**src/design/prq_pkg.sv**
```systemverilog
// Package for the priority slot plus ring queue.
// Holds item structs, status and mode codes, the ring entry type and the FSM states.
// No dependencies.
package prq_pkg;

  // Mode codes of an input item
  localparam logic MODE_ENQ = 1'b0;
  localparam logic MODE_DEQ = 1'b1;

  // Status codes of a result item
  localparam logic [1:0] STAT_OK    = 2'd0;
  localparam logic [1:0] STAT_FULL  = 2'd1;
  localparam logic [1:0] STAT_BUSY  = 2'd2;
  localparam logic [1:0] STAT_EMPTY = 2'd3;

  // Register byte address
  localparam logic [1:0] ADDR_STOP_ID = 2'd0;

  typedef struct packed {
    logic        mode;
    logic [31:0] message_id;
    logic [31:0] sequence_number;
    logic [31:0] payload_word0;
    logic [31:0] payload_word1;
    logic        want_high;
  } in_item_t;

  typedef struct packed {
    logic [1:0]  status;
    logic [31:0] out_message_id;
    logic [31:0] out_sequence_number;
    logic [31:0] out_payload_word0;
    logic [31:0] out_payload_word1;
    logic [4:0]  ring_count;
    logic        stop_pending;
    logic        all_empty;
    logic        ring_full;
  } out_item_t;

  // One stored message
  typedef struct packed {
    logic [31:0] message_id;
    logic [31:0] sequence_number;
    logic [31:0] payload_word1;
    logic [31:0] payload_word0;
  } ring_entry_t;

  // Ring memory strobes
  typedef struct packed {
    logic wr_en;
    logic rd_en;
  } mem_ctl_t;

  typedef enum logic {
    ST_IDLE,
    ST_READ
  } state_t;

endpackage

```
**src/design/priority_slot_plus_ring_queue_unit.sv**
```systemverilog
// Top level of the priority slot plus ring queue.
// Depends on prq_pkg, prq_ring_ram and prq_ctrl; holds the configuration register.
//
//   channel | direction | handshake           | payload
//   in_     | input     | in_valid/in_ready   | prq_pkg::in_item_t
//   out_    | output    | out_valid/out_ready | prq_pkg::out_item_t
//   config  | input     | psel/penable/pwrite | stop_message_id at byte address 0
//
// Enqueues and dequeues served from the high slot are taken back to back while out_ready is high.
// A dequeue from the ring passes through ST_READ, waiting for the registered ring read data.
// A new item enters at the latest at the edge where the previous result is taken.
// Reset (rst_n low, synchronous) empties the slot and ring; no clearing pass.
// A stalled out_ready holds the result and blocks new items once it is full.
module priority_slot_plus_ring_queue_unit #(
  parameter int RING_DEPTH = 16
) (
  input  logic                clk,
  input  logic                rst_n,
  input  logic                in_valid,
  output logic                in_ready,
  input  prq_pkg::in_item_t   in_item,
  output logic                out_valid,
  input  logic                out_ready,
  output prq_pkg::out_item_t  out_item,
  input  logic                psel,
  input  logic                penable,
  input  logic                pwrite,
  input  logic [1:0]          paddr,
  input  logic [31:0]         pwdata,
  output logic [31:0]         prdata,
  output logic                pready
);

  localparam int IDX_W = $clog2(RING_DEPTH);

  logic [31:0]          stop_id_r;
  prq_pkg::mem_ctl_t    mem_ctl;
  logic [IDX_W-1:0]     mem_waddr;
  logic [IDX_W-1:0]     mem_raddr;
  prq_pkg::ring_entry_t mem_wdata;
  prq_pkg::ring_entry_t mem_rdata;

  // Configuration register
  assign pready = 1'b1;

  always_ff @(posedge clk) begin
    if (!rst_n) begin
      stop_id_r <= '0;
    end else if (psel && penable && pwrite && (paddr == prq_pkg::ADDR_STOP_ID)) begin
      stop_id_r <= pwdata;
    end
  end

  assign prdata = (paddr == prq_pkg::ADDR_STOP_ID) ? stop_id_r : '0;

  prq_ctrl #(.RING_DEPTH(RING_DEPTH)) u_ctrl (
    .clk       (clk),
    .rst_n     (rst_n),
    .stop_id   (stop_id_r),
    .in_valid  (in_valid),
    .in_ready  (in_ready),
    .in_item   (in_item),
    .out_valid (out_valid),
    .out_ready (out_ready),
    .out_item  (out_item),
    .mem_ctl   (mem_ctl),
    .mem_waddr (mem_waddr),
    .mem_wdata (mem_wdata),
    .mem_raddr (mem_raddr),
    .mem_rdata (mem_rdata)
  );

  prq_ring_ram #(.RING_DEPTH(RING_DEPTH)) u_ram (
    .clk   (clk),
    .ctl   (mem_ctl),
    .waddr (mem_waddr),
    .wdata (mem_wdata),
    .raddr (mem_raddr),
    .rdata (mem_rdata)
  );

endmodule

```
**src/design/prq_ring_ram.sv**
```systemverilog
// Ring storage: one-write, one-read synchronous memory with registered read data.
// Depends on prq_pkg (ring_entry_t, mem_ctl_t).
module prq_ring_ram #(
  parameter int RING_DEPTH = 16
) (
  input  logic                       clk,
  input  prq_pkg::mem_ctl_t          ctl,
  input  logic [$clog2(RING_DEPTH)-1:0] waddr,
  input  prq_pkg::ring_entry_t       wdata,
  input  logic [$clog2(RING_DEPTH)-1:0] raddr,
  output prq_pkg::ring_entry_t       rdata
);

  prq_pkg::ring_entry_t mem_r [RING_DEPTH];
  prq_pkg::ring_entry_t rdata_r;

  // Write port
  always_ff @(posedge clk) begin
    if (ctl.wr_en) begin
      mem_r[waddr] <= wdata;
    end
  end

  // Read port, registered read data
  always_ff @(posedge clk) begin
    if (ctl.rd_en) begin
      rdata_r <= mem_r[raddr];
    end
  end

  assign rdata = rdata_r;

endmodule

```
**src/design/prq_ctrl.sv**
```systemverilog
// Queue control: pointers, high-priority slot, step decode, FSM and result register.
// Depends on prq_pkg; drives the ports of prq_ring_ram.
module prq_ctrl #(
  parameter int RING_DEPTH = 16
) (
  input  logic                          clk,
  input  logic                          rst_n,
  input  logic [31:0]                   stop_id,
  input  logic                          in_valid,
  output logic                          in_ready,
  input  prq_pkg::in_item_t             in_item,
  output logic                          out_valid,
  input  logic                          out_ready,
  output prq_pkg::out_item_t            out_item,
  output prq_pkg::mem_ctl_t             mem_ctl,
  output logic [$clog2(RING_DEPTH)-1:0] mem_waddr,
  output prq_pkg::ring_entry_t          mem_wdata,
  output logic [$clog2(RING_DEPTH)-1:0] mem_raddr,
  input  prq_pkg::ring_entry_t          mem_rdata
);

  localparam int IDX_W = $clog2(RING_DEPTH);
  localparam int PTR_W = IDX_W + 1;
  localparam logic [PTR_W-1:0] FULL_CNT = PTR_W'(RING_DEPTH);

  prq_pkg::state_t      state_r, state_nxt;
  logic [PTR_W-1:0]     wr_ptr_r, wr_ptr_nxt;
  logic [PTR_W-1:0]     rd_ptr_r, rd_ptr_nxt;
  logic                 high_occ_r, high_occ_nxt;
  prq_pkg::ring_entry_t high_entry_r, high_entry_nxt;
  logic                 out_valid_r, out_valid_nxt;
  prq_pkg::out_item_t   out_r, out_nxt;

  logic                 in_fire;
  logic                 load_rdata;
  logic                 go_read;
  logic                 to_high;
  logic [PTR_W-1:0]     used_now;
  logic [PTR_W-1:0]     used_nxt;
  logic [1:0]           status;
  prq_pkg::ring_entry_t new_entry;
  prq_pkg::ring_entry_t got_entry;

  assign in_fire   = in_valid & in_ready;
  assign used_now  = wr_ptr_r - rd_ptr_r;
  assign to_high   = in_item.want_high | (in_item.message_id == stop_id);
  assign new_entry = '{message_id:      in_item.message_id,
                       sequence_number: in_item.sequence_number,
                       payload_word1:   in_item.payload_word1,
                       payload_word0:   in_item.payload_word0};

  // FSM next state
  always_comb begin
    state_nxt = state_r;
    unique case (state_r)
      prq_pkg::ST_IDLE: begin
        if (in_fire && go_read) begin
          state_nxt = prq_pkg::ST_READ;
        end
      end
      prq_pkg::ST_READ: begin
        state_nxt = prq_pkg::ST_IDLE;
      end
      default: state_nxt = prq_pkg::ST_IDLE;
    endcase
  end

  // FSM outputs
  always_comb begin
    in_ready   = 1'b0;
    load_rdata = 1'b0;
    unique case (state_r)
      prq_pkg::ST_IDLE: begin
        in_ready = !out_valid_r || out_ready;
      end
      prq_pkg::ST_READ: begin
        load_rdata = 1'b1;
      end
      default: begin
        in_ready   = 1'b0;
        load_rdata = 1'b0;
      end
    endcase
  end

  // Step decode: update pointers, high slot and ring strobes
  always_comb begin
    wr_ptr_nxt     = wr_ptr_r;
    rd_ptr_nxt     = rd_ptr_r;
    high_occ_nxt   = high_occ_r;
    high_entry_nxt = high_entry_r;
    status         = prq_pkg::STAT_OK;
    got_entry      = '0;
    go_read        = 1'b0;
    mem_ctl        = '0;
    if (in_fire) begin
      if (in_item.mode == prq_pkg::MODE_ENQ) begin
        if (to_high) begin
          if (high_occ_r) begin
            status = prq_pkg::STAT_BUSY;
          end else begin
            high_occ_nxt   = 1'b1;
            high_entry_nxt = new_entry;
          end
        end else if (used_now == FULL_CNT) begin
          status = prq_pkg::STAT_FULL;
        end else begin
          mem_ctl.wr_en = 1'b1;
          wr_ptr_nxt    = wr_ptr_r + PTR_W'(1);
        end
      end else begin
        if (high_occ_r) begin
          got_entry    = high_entry_r;
          high_occ_nxt = 1'b0;
        end else if (wr_ptr_r != rd_ptr_r) begin
          // message fields arrive from the ring next cycle
          mem_ctl.rd_en = 1'b1;
          go_read       = 1'b1;
          rd_ptr_nxt    = rd_ptr_r + PTR_W'(1);
        end else begin
          status = prq_pkg::STAT_EMPTY;
        end
      end
    end
  end

  assign mem_waddr = wr_ptr_r[IDX_W-1:0];
  assign mem_raddr = rd_ptr_r[IDX_W-1:0];
  assign mem_wdata = new_entry;
  assign used_nxt  = wr_ptr_nxt - rd_ptr_nxt;

  // Result register
  always_comb begin
    out_nxt       = out_r;
    out_valid_nxt = out_valid_r;
    if (in_fire) begin
      out_nxt.status              = status;
      out_nxt.out_message_id      = got_entry.message_id;
      out_nxt.out_sequence_number = got_entry.sequence_number;
      out_nxt.out_payload_word0   = got_entry.payload_word0;
      out_nxt.out_payload_word1   = got_entry.payload_word1;
      out_nxt.ring_count          = 5'(used_nxt);
      out_nxt.stop_pending        = high_occ_nxt;
      out_nxt.all_empty           = !high_occ_nxt && (used_nxt == '0);
      out_nxt.ring_full           = used_nxt == FULL_CNT;
    end else if (load_rdata) begin
      out_nxt.out_message_id      = mem_rdata.message_id;
      out_nxt.out_sequence_number = mem_rdata.sequence_number;
      out_nxt.out_payload_word0   = mem_rdata.payload_word0;
      out_nxt.out_payload_word1   = mem_rdata.payload_word1;
    end
    if ((in_fire && !go_read) || load_rdata) begin
      out_valid_nxt = 1'b1;
    end else if (out_ready) begin
      out_valid_nxt = 1'b0;
    end
  end

  // Control state
  always_ff @(posedge clk) begin
    if (!rst_n) begin
      state_r     <= prq_pkg::ST_IDLE;
      wr_ptr_r    <= '0;
      rd_ptr_r    <= '0;
      high_occ_r  <= 1'b0;
      out_valid_r <= 1'b0;
    end else begin
      state_r     <= state_nxt;
      wr_ptr_r    <= wr_ptr_nxt;
      rd_ptr_r    <= rd_ptr_nxt;
      high_occ_r  <= high_occ_nxt;
      out_valid_r <= out_valid_nxt;
    end
  end

  // Payload registers
  always_ff @(posedge clk) begin
    high_entry_r <= high_entry_nxt;
    out_r        <= out_nxt;
  end

  assign out_valid = out_valid_r;
  assign out_item  = out_r;

endmodule

```
**config.mk**
```make
export PLATFORM = sky130hd
export DESIGN_NAME = priority_slot_plus_ring_queue_unit
export DESIGN_NICKNAME = d
export VERILOG_FILES = /design/src/design/prq_pkg.sv /design/src/design/priority_slot_plus_ring_queue_unit.sv /design/src/design/prq_ring_ram.sv /design/src/design/prq_ctrl.sv
export SDC_FILE = /design/constraint.sdc
export NUM_CORES = 2
export LEC_CHECK = 0
export BUFFER_PORTS_ARGS = -buffer_cell sky130_fd_sc_hd__buf_4
export CORE_ASPECT_RATIO = 1.5
export CORE_MARGIN = 5
export CORE_UTILIZATION = 61
export DETAILED_ROUTE_END_ITERATION = 6
export PLACE_DENSITY = 0.79
export SKIP_CTS_REPAIR_TIMING = 1
export SLEW_MARGIN = 20
export SYNTH_ARGS = -nofsm -noshare
export SYNTH_HDL_FRONTEND = slang
export SYNTH_SLANG_ARGS = --single-unit
```
**constraint.sdc**
```tcl
create_clock -name clk -period 16.4 [get_ports clk]
set_clock_uncertainty 0.1 [all_clocks]
set_input_delay 4.92 -clock clk [delete_from_list [all_inputs] [get_ports clk]]
set_output_delay 4.92 -clock clk [all_outputs]
set_load 0.01 [all_outputs]
```
==> reports/summary.txt <==
Status: finished clean
Highest Clock Rate: 91.20 MHz
VDD IR max: 124.1 uV
Post-Syn Nets: 4153
Warnings from Yosys: 0
Setup violators final: 0
WP data arrival: 5.94 ns
CP max-delay cell: nor2_4
Fin nets: 4563
First-pass GRT wire length: 328300 um
Relative slew slack: 21.81%
Max-slew violation total from the final report: 0
Critical Path Start Type: input pin
IO buf count: 342
Fin area: 0.1045 sq mm
Worst-path clk slew: 0.06 ns
Average wire per cell in the routed design: 35.40 um
Synth Flop Type: edfxtp_1
Critical-path cell list: buf_4 > nor2_4 > and2_1 > buf_4
Drt pass-1 iters: 6
Root buffer cell: clkbuf_16
Most frequent cell on the critical path: buf_4
Count of max-cap constraint violations: 0
Drt via density: 6.831
Setup CP Type: in2out
Setup TNS: 0 ns
Clock Latency Late Sink: 0.87 ns
Number of top-level pins: 344
Max clock buf depth: 3
Mapped Cells: 3968
Synth Area per Inst: 23.37 sq um
Sink Count: 2487
Required @ worst endpoint: 11.38 ns
P per Cell Area: 118.8 mW/mm^2
Unrepaired setup endpoints after global routing: no
GPL Wtd Cong: 0.7876
Synth unique cells: 44
DRT iter0 DRCs: 6488
Area grow syn2layout: 12.69%
Htree depth: 4
Initial antenna violation count: 14
Starting density of the core: 61.29%
Post-synth EDFFs: 2442
FF+latch count, synth: 2487
Slowest stage delay, CP: 0.52 ns
CP Capture Type: output pin
TritonCTS buffer count: 207
Via count: 45040
Fill count: 8583
Gr usage total: 28.71%
Clock period minus worst slack: 10.96 ns
DR DRC count: 0
Crit share post-route: 66.86%
Pin count of the biggest net entering global routing: 133
Final hold violations: 0
FFs w/ async S/R, synth: 0%
Worst slew pin tran: 1.173 ns
HPWL Detailed: 110400 um
DIE WIDTH: 328.4 um
CTS tree: done
Number of global-route vias before repair: 46540
Grt ovf: 0
Die area: 0.1601 sq mm
Critical Path Fanout Max: 34
Core Footprint: 0.1513 sq mm
Worst min path class: reg2reg
Total Wirelength: 233400 um
Std cell rows: 175
Final ANT Viol Nets: 0
Post-Syn Area: 0.09273 sq mm
Seq/Total Area, Yosys: 80.05%
Post-DP Area: 0.09768 sq mm
Post-layout util: 69.07%
Share of layout cells above drive strength 1: 29.46%
Leakage Power: 0.03264 uW
Die Height: 487.5 um
## cells by family after synthesis
| group | share of synthesized area (%) |
|---|---|
| flops | 80.05 |
| xor+xnor | 0.4291 |
| buf+inv | 0.9782 |
| other cells | 0.004044 |
| fa+ha+maj | 0.1970 |
| compound gates | 1.842 |
| simple gates | 1.847 |
| mux | 14.65 |
## layer usage
layer | track usage, % | share of wire (%) | vias up | wire [um]
met5 | 0 | 0.030 | - | 69
met4 | 8.658 | 3.2 | 12 | 7405
met3 | 6.470 | 11 | 486 | 25210
met2 | 48.02 | 52 | 3449 | 121000
met1 | 38.73 | 34 | 23560 | 79740
li1 | - | - | 17530 | -
## power by group
part | switching (uW) | internal (uW)
sequential | 31.1 | 7040
combinational | 235 | 147
clock | 2280 | 2680
## stage by stage
stage | total power [uW] | setup slack, ns | hold WS, ns | instances
after floorplan | 7363 | 3.060 | 0.3567 | 3968
after global placement | 7566 | 5.184 | 0.3786 | 6202
after global routing | 12770 | 5.343 | 0.4107 | 6588
final | 12410 | 5.435 | 0.3936 | 6593
after detailed placement | 7579 | 5.089 | 0.3910 | 6202
after CTS | 12440 | 5.056 | 0.4014 | 6585
## layout make-up
cell class | instances | area [sq um] | area share, %
multi-input cells | 1259 | 17710 | 16.95
repair buffers | 407 | 3174 | 3.038
well taps | 2035 | 2546 | 2.437
clock buffers | 244 | 5339 | 5.109
flip-flops and latches | 2487 | 74250 | 71.05
diodes | 6 | 15.01 | 0.01437
inverters | 16 | 67.56 | 0.06466
clock inverters | 139 | 1396 | 1.336
## final timing paths
| path | cells past startpoint | end | from | slack, ns |
|---|---|---|---|---|
| min | 2 | stop_id_r[25]$_SDFFE_PN0P_ | stop_id_r[25]$_SDFFE_PN0P_ | 0.39 |
| max reg2reg | 9 | u_ram.mem_r[2][72]$_DFFE_PP_ | u_ctrl.rd_ptr_r[2]$_SDFF_PN0_ | 9.89 |
| max | 4 | prdata[16] | paddr[1] | 5.44 |
| min reg2reg | 2 | stop_id_r[25]$_SDFFE_PN0P_ | stop_id_r[25]$_SDFFE_PN0P_ | 0.39 |
## synthesized netlist by cell type (2+ instances only)
cell	instances	share of area, %
edfxtp_1	2442	79
mux4_2	602	15
nand2_1	228	0.92
a22o_1	128	1.2
clkbuf_1	124	0.50
buf_2	56	0.30
and3_1	52	0.35
dfxtp_1	45	0.97
a21oi_1	41	0.22
and2_1	40	0.27
a31oi_1	39	0.26
xnor2_1	36	0.34
buf_1	25	0.10
inv_1	14	0.057
nor2_1	14	0.057
ha_1	13	0.18
nand4_1	12	0.081
o21ai_0	7	0.038
nand3_1	6	0.032
xor2_1	5	0.047
nor2b_1	4	0.027
mux2i_1	3	0.032
nand2b_1	3	0.020
nor3_1	3	0.016
or3_1	3	0.020
a21o_1	2	0.016
and4_1	2	0.019
clkinv_1	2	0.0081
o2111ai_1	2	0.019
## worst max-delay path, delay by kind of cell
family / cells / cell delay [ns]
AND/OR/NAND/NOR: 2 / 0.76
buffers and inverters: 2 / 0.24
## cells in the final DEF, fill, tap and decap left out, drive strengths merged, types with 39 or more instances in the layout
cell type,count
edfxtp,2442
mux4,602
dfxtp,45
clkbuf,244
a21oi,41
a31oi,39
nand2,228
and2,40
and3,52
buf,407
a22o,128
clkinv,102
## flip-flops by register name, indices dropped and copies added, names as in the netlist
signal and flops:
u_ram.mem_r 2048, u_ctrl.rd_ptr_r 5, u_ctrl.state_r 1, u_ctrl.high_entry_r 128, u_ctrl.out_item 138, u_ctrl.out_valid 1, u_ctrl.high_occ_r 1, u_ctrl.wr_ptr_r 5
stop_id_r 32, u_ram.rdata 128
Power figures use the tool's default switching activity.
